--- src/rtl/cvse_pkg.sv ---
`default_nettype none
package cvse_pkg;

   localparam int NoteWidth    = 7;
   localparam int SustainCount = 3;

   localparam logic [1:0] KindNone    = 2'd0;
   localparam logic [1:0] KindPress   = 2'd1;
   localparam logic [1:0] KindScan    = 2'd2;
   localparam logic [1:0] KindRelease = 2'd3;

   localparam logic [NoteWidth-1:0] StrumBase   = 7'd60;
   localparam logic [NoteWidth-1:0] StrumTop    = 7'd96;
   localparam logic [NoteWidth-1:0] StrumWrap   = 7'd36;
   localparam logic [NoteWidth-1:0] Octave      = 7'd12;
   localparam logic [NoteWidth-1:0] TwoOctaves  = 7'd24;
   localparam logic [NoteWidth-1:0] RootLow     = 7'd48;
   localparam logic [NoteWidth-1:0] RootHigh    = 7'd36;
   localparam logic [3:0]           MaxRaises   = 4'd8;
   localparam logic [3:0]           LastChord   = 4'd8;
   localparam logic [3:0]           FirstSeventh = 4'd4;

   typedef struct packed {
      logic init_voice;
      logic raise;
      logic store;
      logic adjust;
      logic sort_pass;
      logic parity;
      logic latch_item;
      logic emit;
      logic emit_strum;
      logic on_from_touch;
      logic on;
      logic last;
      logic last_from_scan;
   } cmd_type;

   typedef struct packed {
      logic cfg_write;
      logic dup;
      logic four_tone;
      logic out_free;
      logic changed;
   } status_type;

   function automatic logic [3:0] chord_interval(input logic [3:0] kind, input logic [1:0] k);
      logic [15:0] row;
      begin
         case (kind)
            4'd1:    row = {4'd0, 4'd3, 4'd7, 4'd0};
            4'd2:    row = {4'd0, 4'd4, 4'd8, 4'd0};
            4'd3:    row = {4'd0, 4'd3, 4'd6, 4'd0};
            4'd4:    row = {4'd11, 4'd4, 4'd7, 4'd0};
            4'd5:    row = {4'd10, 4'd3, 4'd7, 4'd0};
            4'd6:    row = {4'd10, 4'd4, 4'd7, 4'd0};
            4'd7:    row = {4'd10, 4'd3, 4'd6, 4'd0};
            4'd8:    row = {4'd9, 4'd3, 4'd6, 4'd0};
            default: row = {4'd0, 4'd4, 4'd7, 4'd0};
         endcase
         return row[{k, 2'b00} +: 4];
      end
   endfunction

   function automatic logic [3:0] mod12(input logic [6:0] x);
      logic [12:0] prod;
      logic [3:0]  q;
      logic [6:0]  rem;
      begin
         prod = 13'(x) * 13'd43;
         q    = prod[12:9];
         rem  = x - ({q, 3'b000} + 7'({q, 2'b00}));
         if (rem >= 7'd12) begin
            rem = rem - 7'd12;
         end
         return rem[3:0];
      end
   endfunction

endpackage
`default_nettype wire

--- src/rtl/cvse_ctrl.sv ---
`default_nettype none
module cvse_ctrl import cvse_pkg::*; #(
   parameter int StringCount = 8,
   parameter int IdxWidth    = 3
) (
   input  wire logic                clock,
   input  wire logic                reset,
   input  wire logic                req_valid,
   output logic                     req_ready,
   input  wire logic [1:0]          req_event_kind,
   input  wire status_type          status,
   output cmd_type                  cmd,
   output logic [IdxWidth-1:0]      idx,
   output logic [1:0]               tone
);

   localparam logic [2:0] S_INIT  = 3'd0;
   localparam logic [2:0] S_CHECK = 3'd1;
   localparam logic [2:0] S_ADJ   = 3'd2;
   localparam logic [2:0] S_SORT  = 3'd3;
   localparam logic [2:0] S_IDLE  = 3'd4;
   localparam logic [2:0] S_SUS   = 3'd5;
   localparam logic [2:0] S_STRUM = 3'd6;
   localparam logic [2:0] S_SCAN  = 3'd7;

   localparam logic [IdxWidth-1:0] LastIdx = IdxWidth'(StringCount - 1);
   localparam logic [IdxWidth-1:0] LastSus = IdxWidth'(SustainCount - 1);
   localparam logic [IdxWidth-1:0] IdxOne  = IdxWidth'(1);

   logic [2:0]          state_ff, state_in;
   logic [IdxWidth-1:0] idx_ff, idx_in;
   logic [1:0]          tone_ff, tone_in;
   logic [3:0]          raise_ff, raise_in;
   logic [IdxWidth-1:0] pass_ff, pass_in;
   logic [1:0]          kind_ff, kind_in;
   logic [1:0]          tone_next;

   always_ff @(posedge clock) begin
      if (reset) begin
         state_ff <= S_INIT;
         idx_ff   <= '0;
         tone_ff  <= '0;
         raise_ff <= '0;
         pass_ff  <= '0;
         kind_ff  <= KindNone;
      end else begin
         state_ff <= state_in;
         idx_ff   <= idx_in;
         tone_ff  <= tone_in;
         raise_ff <= raise_in;
         pass_ff  <= pass_in;
         kind_ff  <= kind_in;
      end
   end

   assign req_ready = (state_ff == S_IDLE);
   assign idx       = idx_ff;
   assign tone_next = (tone_ff == (status.four_tone ? 2'd3 : 2'd2)) ? 2'd0 : tone_ff + 2'd1;

   always_comb begin
      state_in = state_ff;
      idx_in   = idx_ff;
      tone_in  = tone_ff;
      raise_in = raise_ff;
      pass_in  = pass_ff;
      kind_in  = kind_ff;
      tone     = tone_ff;
      cmd      = '0;
      case (state_ff)
         S_INIT: begin
            cmd.init_voice = 1'b1;
            tone     = 2'd0;
            tone_in  = 2'd0;
            idx_in   = '0;
            raise_in = '0;
            state_in = S_CHECK;
         end
         S_CHECK: begin
            if (status.dup && raise_ff < MaxRaises) begin
               cmd.raise = 1'b1;
               raise_in  = raise_ff + 4'd1;
            end else begin
               cmd.store = 1'b1;
               tone      = tone_next;
               tone_in   = tone_next;
               raise_in  = '0;
               if (idx_ff == LastIdx) begin
                  state_in = S_ADJ;
               end else begin
                  idx_in = idx_ff + IdxOne;
               end
            end
         end
         S_ADJ: begin
            cmd.adjust = status.four_tone;
            pass_in    = '0;
            state_in   = S_SORT;
         end
         S_SORT: begin
            cmd.sort_pass = 1'b1;
            cmd.parity    = pass_ff[0];
            pass_in       = pass_ff + IdxOne;
            if (pass_ff == LastIdx) begin
               state_in = S_IDLE;
            end
         end
         S_IDLE: begin
            idx_in  = '0;
            kind_in = req_event_kind;
            if (req_valid) begin
               case (req_event_kind)
                  KindPress, KindRelease: state_in = S_SUS;
                  KindScan: begin
                     cmd.latch_item = 1'b1;
                     state_in       = S_SCAN;
                  end
                  default: state_in = S_IDLE;
               endcase
            end
         end
         S_SUS: begin
            if (status.out_free) begin
               cmd.emit = 1'b1;
               cmd.on   = (kind_ff == KindPress);
               cmd.last = (kind_ff == KindPress) && (idx_ff == LastSus);
               if (idx_ff == LastSus) begin
                  idx_in   = '0;
                  state_in = (kind_ff == KindPress) ? S_IDLE : S_STRUM;
               end else begin
                  idx_in = idx_ff + IdxOne;
               end
            end
         end
         S_STRUM: begin
            if (status.out_free) begin
               cmd.emit       = 1'b1;
               cmd.emit_strum = 1'b1;
               cmd.last       = (idx_ff == LastIdx);
               if (idx_ff == LastIdx) begin
                  state_in = S_IDLE;
               end else begin
                  idx_in = idx_ff + IdxOne;
               end
            end
         end
         S_SCAN: begin
            if (!status.changed || status.out_free) begin
               cmd.emit           = status.changed;
               cmd.emit_strum     = 1'b1;
               cmd.on_from_touch  = 1'b1;
               cmd.last_from_scan = 1'b1;
               if (idx_ff == LastIdx) begin
                  state_in = S_IDLE;
               end else begin
                  idx_in = idx_ff + IdxOne;
               end
            end
         end
         default: state_in = S_INIT;
      endcase
      if (status.cfg_write) begin
         state_in = S_INIT;
      end
   end

endmodule
`default_nettype wire

--- src/rtl/cvse_dp.sv ---
`default_nettype none
module cvse_dp import cvse_pkg::*; #(
   parameter int StringCount = 8,
   parameter int IdxWidth    = 3
) (
   input  wire logic                 clock,
   input  wire logic                 reset,
   input  wire logic                 csr_psel,
   input  wire logic                 csr_penable,
   input  wire logic                 csr_pwrite,
   input  wire logic [2:0]           csr_paddr,
   input  wire logic [31:0]          csr_pwdata,
   output logic [31:0]               csr_prdata,
   input  wire logic [7:0]           req_touch_bits,
   input  wire cmd_type              cmd,
   input  wire logic [IdxWidth-1:0]  idx,
   input  wire logic [1:0]           tone,
   output status_type                status,
   output logic                      rsp_valid,
   input  wire logic                 rsp_ready,
   output logic [2:0]                rsp_voice_index,
   output logic [6:0]                rsp_pitch,
   output logic                      rsp_note_on,
   output logic                      rsp_voice_group,
   output logic                      rsp_last
);

   logic [6:0] root_ff;
   logic [3:0] chord_ff;
   logic [NoteWidth-1:0] note_ff, note_in;
   logic [NoteWidth-1:0] strum_ff [StringCount];
   logic [NoteWidth-1:0] strum_in [StringCount];
   logic [NoteWidth-1:0] sustain_ff [SustainCount];
   logic [StringCount-1:0] prev_ff, touch_ff, mask_ff;
   logic [StringCount+7:0] touch_wide;
   logic [StringCount-1:0] touch_ext;
   logic       csr_write;
   logic [3:0] kind_eff;
   logic       four_tone;
   logic [3:0] root_pc;
   logic [NoteWidth-1:0] base;
   logic [4:0] start_sum;
   logic [NoteWidth-1:0] note_start;
   logic [NoteWidth-1:0] raised;
   logic       dup;
   logic       rsp_valid_ff;
   logic [2:0] rsp_voice_ff;
   logic [6:0] rsp_pitch_ff;
   logic       rsp_on_ff, rsp_group_ff, rsp_last_ff;
   logic       rest_empty;

   assign csr_write  = csr_psel && csr_penable && csr_pwrite;
   assign csr_prdata = csr_paddr[2] ? {28'd0, chord_ff} : {25'd0, root_ff};

   always_ff @(posedge clock) begin
      if (reset) begin
         root_ff  <= '0;
         chord_ff <= '0;
      end else if (csr_write) begin
         if (csr_paddr[2]) begin
            chord_ff <= csr_pwdata[3:0];
         end else begin
            root_ff <= csr_pwdata[6:0];
         end
      end
   end

   assign kind_eff   = (chord_ff <= LastChord) ? chord_ff : 4'd0;
   assign four_tone  = (kind_eff >= FirstSeventh);
   assign root_pc    = mod12(root_ff);
   assign base       = (root_pc < 4'd7) ? 7'(root_pc) + RootLow : 7'(root_pc) + RootHigh;

   always_comb begin
      start_sum = 5'(root_pc) + 5'(chord_interval(kind_eff, tone));
      if (start_sum >= 5'd12) begin
         start_sum = start_sum - 5'd12;
      end
      note_start = StrumBase + 7'(start_sum);
      raised = note_ff + Octave;
      if (raised > StrumTop) begin
         raised = raised - StrumWrap;
      end
      dup = 1'b0;
      for (int j = 0; j < StringCount; j++) begin
         if (j < int'(idx) && strum_ff[j] == note_ff) begin
            dup = 1'b1;
         end
      end
   end

   always_comb begin
      note_in = note_ff;
      if (cmd.init_voice || cmd.store) begin
         note_in = note_start;
      end else if (cmd.raise) begin
         note_in = raised;
      end
   end

   always_comb begin
      for (int k = 0; k < StringCount; k++) begin
         strum_in[k] = strum_ff[k];
      end
      if (cmd.store) begin
         strum_in[idx] = note_ff;
      end
      if (cmd.adjust) begin
         strum_in[1] = strum_ff[1] + TwoOctaves;
         strum_in[2] = strum_ff[2] + TwoOctaves;
      end
      if (cmd.sort_pass) begin
         for (int k = 0; k < StringCount - 1; k++) begin
            if ((k % 2) == int'(cmd.parity) && strum_ff[k] < strum_ff[k+1]) begin
               strum_in[k]   = strum_ff[k+1];
               strum_in[k+1] = strum_ff[k];
            end
         end
      end
   end

   always_ff @(posedge clock) begin
      note_ff <= note_in;
      for (int k = 0; k < StringCount; k++) begin
         strum_ff[k] <= strum_in[k];
      end
      if (cmd.init_voice) begin
         sustain_ff[0] <= base + 7'(chord_interval(kind_eff, 2'd0));
         sustain_ff[1] <= base + 7'(chord_interval(kind_eff, four_tone ? 2'd3 : 2'd1));
         sustain_ff[2] <= base + 7'(chord_interval(kind_eff, 2'd2)) + Octave;
      end
   end

   assign touch_wide = {StringCount'(0), req_touch_bits};
   assign touch_ext  = touch_wide[StringCount-1:0];

   always_ff @(posedge clock) begin
      if (reset) begin
         prev_ff <= '0;
      end else if (cmd.latch_item) begin
         prev_ff <= touch_ext;
      end
   end

   always_ff @(posedge clock) begin
      if (cmd.latch_item) begin
         touch_ff <= touch_ext;
         mask_ff  <= touch_ext ^ prev_ff;
      end
   end

   assign rest_empty = ((mask_ff >> idx) >> 1) == '0;

   always_ff @(posedge clock) begin
      if (reset) begin
         rsp_valid_ff <= 1'b0;
      end else if (cmd.emit) begin
         rsp_valid_ff <= 1'b1;
      end else if (rsp_ready) begin
         rsp_valid_ff <= 1'b0;
      end
   end

   always_ff @(posedge clock) begin
      if (cmd.emit) begin
         rsp_voice_ff <= 3'(idx);
         rsp_pitch_ff <= cmd.emit_strum ? strum_ff[idx] : sustain_ff[idx[1:0]];
         rsp_on_ff    <= cmd.on_from_touch ? touch_ff[idx] : cmd.on;
         rsp_group_ff <= cmd.emit_strum;
         rsp_last_ff  <= cmd.last_from_scan ? rest_empty : cmd.last;
      end
   end

   assign rsp_valid       = rsp_valid_ff;
   assign rsp_voice_index = rsp_voice_ff;
   assign rsp_pitch       = rsp_pitch_ff;
   assign rsp_note_on     = rsp_on_ff;
   assign rsp_voice_group = rsp_group_ff;
   assign rsp_last        = rsp_last_ff;

   assign status.cfg_write = csr_write;
   assign status.dup       = dup;
   assign status.four_tone = four_tone;
   assign status.out_free  = !rsp_valid_ff || rsp_ready;
   assign status.changed   = mask_ff[idx];

endmodule
`default_nettype wire

--- src/rtl/chord_voicing_strum_events.sv ---
// Chord note generator for a strummed instrument.
// Configuration is an APB-style port with pready tied high: root_note at byte
// address 0 and chord_type at byte address 4. Each write rebuilds the voicing.
// The input channel takes one event beat: none, chord press, touch scan or
// chord release. The result channel returns one note event per beat, with
// last marking the final beat caused by an input.
// A press returns three beats, a release three plus STRING_COUNT beats, and
// a scan one beat per changed plate; none and an unchanged scan return none.
// Results are produced one per cycle from a single output register while
// the receiver does not stall; a new input beat is taken only once every
// result of the previous one has been issued, and each input beat loads the
// sequencer state register, which then loads the output register.
// After reset and after any register write the voicing builder runs before
// req_ready rises: it places each plate in turn, with at most eight octave
// raises per plate, then runs STRING_COUNT passes of an odd-even sort.
// When the receiver stalls, the event sequencer holds until the output
// register is taken; no result is dropped.
`default_nettype none
module chord_voicing_strum_events import cvse_pkg::*; #(
   parameter int STRING_COUNT = 8
) (
   input  wire logic        clock,
   input  wire logic        reset,
   input  wire logic        csr_psel,
   input  wire logic        csr_penable,
   input  wire logic        csr_pwrite,
   input  wire logic [2:0]  csr_paddr,
   input  wire logic [31:0] csr_pwdata,
   output logic [31:0]      csr_prdata,
   output logic             csr_pready,
   input  wire logic        req_valid,
   output logic             req_ready,
   input  wire logic [1:0]  req_event_kind,
   input  wire logic [7:0]  req_touch_bits,
   output logic             rsp_valid,
   input  wire logic        rsp_ready,
   output logic [2:0]       rsp_voice_index,
   output logic [6:0]       rsp_pitch,
   output logic             rsp_note_on,
   output logic             rsp_voice_group,
   output logic             rsp_last
);

   localparam int IdxWidth = $clog2(STRING_COUNT);

   cmd_type             cmd;
   status_type          status;
   logic [IdxWidth-1:0] idx;
   logic [1:0]          tone;

   assign csr_pready = 1'b1;

   cvse_ctrl #(
      .StringCount(STRING_COUNT),
      .IdxWidth   (IdxWidth)
   ) u_ctrl (
      .clock         (clock),
      .reset         (reset),
      .req_valid     (req_valid),
      .req_ready     (req_ready),
      .req_event_kind(req_event_kind),
      .status        (status),
      .cmd           (cmd),
      .idx           (idx),
      .tone          (tone)
   );

   cvse_dp #(
      .StringCount(STRING_COUNT),
      .IdxWidth   (IdxWidth)
   ) u_dp (
      .clock          (clock),
      .reset          (reset),
      .csr_psel       (csr_psel),
      .csr_penable    (csr_penable),
      .csr_pwrite     (csr_pwrite),
      .csr_paddr      (csr_paddr),
      .csr_pwdata     (csr_pwdata),
      .csr_prdata     (csr_prdata),
      .req_touch_bits (req_touch_bits),
      .cmd            (cmd),
      .idx            (idx),
      .tone           (tone),
      .status         (status),
      .rsp_valid      (rsp_valid),
      .rsp_ready      (rsp_ready),
      .rsp_voice_index(rsp_voice_index),
      .rsp_pitch      (rsp_pitch),
      .rsp_note_on    (rsp_note_on),
      .rsp_voice_group(rsp_voice_group),
      .rsp_last       (rsp_last)
   );

   a_cfg_rebuild: assert property (@(posedge clock) disable iff (reset)
      (csr_psel && csr_penable && csr_pwrite) |=> !req_ready)
      else $error("register write did not start a voicing rebuild");

   a_none_idle: assert property (@(posedge clock) disable iff (reset)
      (req_valid && req_ready && req_event_kind == KindNone) |=> req_ready)
      else $error("empty event left the block busy");

   a_press_busy: assert property (@(posedge clock) disable iff (reset)
      (req_valid && req_ready && req_event_kind == KindPress) |=> !req_ready)
      else $error("press accepted without emitting its events");

endmodule
`default_nettype wire

--- config.mk ---
export PLATFORM = sky130hd
export DESIGN_NAME = chord_voicing_strum_events
export DESIGN_NICKNAME = d
export VERILOG_FILES = /design/src/rtl/cvse_pkg.sv /design/src/rtl/cvse_ctrl.sv /design/src/rtl/cvse_dp.sv /design/src/rtl/chord_voicing_strum_events.sv
export SDC_FILE = /design/constraint.sdc
export NUM_CORES = 1
export LEC_CHECK = 0
export BUFFER_PORTS_ARGS = -buffer_cell sky130_fd_sc_hd__buf_2
export CAP_MARGIN = 0
export CORE_ASPECT_RATIO = 1.1
export CORE_MARGIN = 5
export CORE_UTILIZATION = 61
export CTS_CLUSTER_DIAMETER = 40
export DETAILED_ROUTE_END_ITERATION = 16
export GPL_TIMING_DRIVEN = 0
export MAX_ROUTING_LAYER = met4
export PLACE_DENSITY = 0.85
export RECOVER_POWER = 25
export REMOVE_ABC_BUFFERS = 1
export SYNTH_ARGS = -nofsm -noshare
export SYNTH_HDL_FRONTEND = slang
export SYNTH_HIERARCHICAL = 1
export SYNTH_SLANG_ARGS = --single-unit
--- constraint.sdc ---
create_clock -name clock -period 12.66 [get_ports clock]
set_input_delay 0 -clock clock [delete_from_list [all_inputs] [get_ports clock]]
set_output_delay 0 -clock clock [all_outputs]
set_load 0.005 [all_outputs]
==> impl_metrics.env <==
export IMPL_synthAdderAreaFrac=0.141
export IMPL_synth_area_mm2=0.0115
export IMPL_nFillCells=1320
export IMPL_hold_path_class="in -> reg"
export IMPL_root_buffer="clkbuf_16"
export IMPL_cp_slowest_cell="fa_1"
export IMPL_yosysSeqAreaShare=0.305
export IMPL_cts_setup_buffers=0
export IMPL_die_x_um=141
export IMPL_place_congestion=0.934
export IMPL_cp_slowest_stage_delay_ns=0.54
export IMPL_violations="capacitance limit, slew limit"
export IMPL_drt_first_pass_iters=9
export IMPL_cp_max_fo=7
export IMPL_antenna_cells=0
export IMPL_yosysMostFrequentCell="ha_1"
export IMPL_dieArea_mm2=0.0218
export IMPL_holdBufCountCts=17
export IMPL_timing_final_max_slew_violations=72
export IMPL_grt_pass1_wl_mm=49.1
export IMPL_yosys_mux_area_fraction=0.102
export IMPL_place_hpwl_mm=20.7
export IMPL_layout_drive_gt1_share=0.0822
export IMPL_max_slew_margin=-0.0981
export IMPL_clk_pin_slew_ns=0.07
export IMPL_yosys_register_bits=148
export IMPL_clk_latency_ns=0.44
export IMPL_syn_inst=1244
export IMPL_htree_num_levels=4
export IMPL_worstPathRequired_ns=12.95
export IMPL_endpoint_kind="flop"
export IMPL_cp_start_kind="flop"
export IMPL_p_int_mw=1.45
export IMPL_drt_iter0_markers=1091
export IMPL_combPwrFrac=0.428
export IMPL_grt_usage=0.287
export IMPL_tns_ns=0
export IMPL_crit_arrival_ns=8.79
export IMPL_row_count=52
export IMPL_yosys_area_top_type="dfxtp_1"
export IMPL_netlist_top_cells_count="112 x ha_1, 103 x inv_1, 93 x dfxtp_1"
export IMPL_powerDensity_mw_per_mm2=208
export IMPL_utilization=0.674
export IMPL_ctsLongestPathBuffers=2
export IMPL_wl_per_cell_um=20.2
export IMPL_multiInputGateArea_mm2=0.00724
export IMPL_synth_top_cell_area_share=0.161
export IMPL_cts_tree="built"
export IMPL_wl_mm=30.7
export IMPL_rsz0062_at_grt="false"
export IMPL_finalHoldViolations=0
export IMPL_grt_start_max_net_pins=41
export IMPL_drc_errors=0
export IMPL_synth_edff_count=55
export IMPL_period_needed_ns=8.51
export IMPL_die_y_um=154
export IMPL_total_power_mw=2.59
export IMPL_clkPwrFrac=0.197
export IMPL_cap_viol_max_count=2
export IMPL_synth_distinct_cells=82
export IMPL_cts_resized=0
export IMPL_setup_violations=0
export IMPL_cts_sinks=148
export IMPL_gr_total_overflow=0
export IMPL_grt_pass1_vias=9616
export IMPL_cts_buffers=17
export IMPL_tightest_slew_ns=1.64
export IMPL_fin_crit_sh=0.672
export IMPL_antenna_found_initial=0
export IMPL_vias=9873
export IMPL_swShare=0.438
export IMPL_finClkSkew_ns=0.0109
export IMPL_synthArstFlopShare=0
export IMPL_port_buffers=46
export IMPL_synthXorXnorAreaFrac=0.0630
export IMPL_status="finished, violations left"
export IMPL_drt_antenna_violating_nets=0
export IMPL_critical_path_class="reg -> reg"
export IMPL_area_growth_pct=7.92
export IMPL_initial_core_util=0.624
export IMPL_synthSimpleGateAreaFrac=0.136
export IMPL_core_area_mm2=0.0185
export IMPL_power_share_sequential=0.375
export IMPL_layout_nets=1439
export IMPL_ys_flop_type="dfxtp_1"
export IMPL_vdd_drop_max_uv=115
export IMPL_syn_avg_cell_area_um2=9.27
export IMPL_clock_fmax_mhz=118
export IMPL_io_pins=100
export IMPL_p_sw_mw=1.13
export IMPL_synth_top_family_by_area="compound AO/OA/AOI/OAI gates"
export IMPL_synth_warnings=6
export IMPL_synth_compound_area_frac=0.177
export IMPL_via_per_inst=6.50
export IMPL_seqCellArea_mm2=0.00351
export IMPL_crit_top_cell="ha_1"
export IMPL_synth_area_leaders="dfxtp_1 16%, edfxtp_1 14%, ha_1 12%, mux2i_1 6.2%, xnor2_1 3.6%"
export IMPL_leakagePower_nw=5.43
==> final timing paths <==
| kind | from | end | slack (ns) | cells after the start |
|---|---|---|---|---|
| max reg2reg | u_dp/root_ff[4]$_SDFFE_PP0P_ | u_dp/note_ff[4]$_DFFE_PP_ | 4.15 | 31 |
| max | u_dp/root_ff[4]$_SDFFE_PP0P_ | u_dp/note_ff[4]$_DFFE_PP_ | 4.15 | 31 |
| min | rsp_ready | u_dp/rsp_valid$_SDFFE_PP0P_ | 0.01 | 3 |
| min reg2reg | u_ctrl/pass_ff[2]$_SDFFE_PP0P_ | u_ctrl/pass_ff[2]$_SDFFE_PP0P_ | 0.46 | 2 |
==> registers in the layout, indices dropped and copies added, names as in the netlist, 4 cells and up <==
register,flops
u_dp/strum_ff,56
u_dp/sustain_ff,19
u_dp/mask_ff,8
u_dp/prev_ff,8
u_dp/touch_ff,8
u_dp/note_ff,7
u_dp/root_ff,7
u_dp/rsp_pitch,7
u_ctrl/raise_ff,4
u_dp/chord_ff,4
==> layout make-up <==
type,count,area share
clock buffers,17,0.0342
inverters,104,0.0314
repair buffers,66,0.0331
clock inverters,15,0.0129
flip-flops and latches,148,0.282
well taps,243,0.0244
multi-input cells,927,0.582
==> worst max-delay path, delay by kind of cell, from the launching register on <==
kind | cells | cell delay, ns
AOI/OAI and AO/OA | 2 | 0.61
xor gates and xnor gates | 3 | 0.68
adders and majority gates | 11 | 3.78
buffers and inverters | 4 | 0.26
DFF | 1 | 0.51
muxes | 3 | 0.94
and+or+nand+nor | 8 | 1.55
==> cells in the final DEF, fill, tap and decap left out, types with 21 or more instances in the layout <==
cell | Yosys | layout
ha_1 | 112 | 112
buf_2 | 7 | 24
mux2i_1 | 71 | 71
clkbuf_1 | 37 | 22
o21ai_0 | 56 | 56
a211oi_1 | 21 | 21
a21oi_1 | 64 | 64
nor2_1 | 85 | 84
a21o_1 | 40 | 40
xnor2_1 | 47 | 47
inv_1 | 103 | 103
edfxtp_1 | 55 | 55
conb_1 | 2 | 26
xor2_1 | 36 | 36
nand2_1 | 84 | 84
nand2b_1 | 26 | 26
dfxtp_1 | 93 | 93
==> power by group through the flow <==
stage,logic [mW],registers [mW],clock network (mW)
after floorplan,0.862,0.829,0
after global placement,1.01,0.950,0
after detailed placement,1.06,0.954,0
after CTS,1.09,0.947,0.511
after global routing,1.23,0.975,0.534
final,1.11,0.971,0.511
==> through the flow <==
stage	cell area [um2]	hold WS (ns)	instances	setup slack (ns)
final	12400	0.0138	1520	4.15
after global placement	11700	0.213	1468	4.45
after floorplan	11100	0.0302	1179	5.05
after CTS	12500	0.00447	1520	4.15
after global routing	12400	0.0635	1520	3.41
after detailed placement	11700	0.220	1471	4.24
==> logic make-up after synthesis <==
| kind of cell | count (synthesis) |
|---|---|
| buffers and inverters | 193 |
| adder cells (fa/ha/maj) | 123 |
| AND/OR/NAND/NOR | 310 |
| flip-flops | 148 |
| multiplexers | 94 |
| XOR/XNOR | 83 |
| other | 2 |
| AO/OA/AOI/OAI | 291 |
==> layer usage <==
metal / GRT usage / up-vias / wire (um)
met3: 0.0491 / 163 / 2830
met1: 0.335 / 4637 / 11400
met4: 0.149 / 0 / 1720
met2: 0.473 / 594 / 14800
met5: - / - / 0
li1: - / 4479 / -
Power figures use the tool's default switching activity.
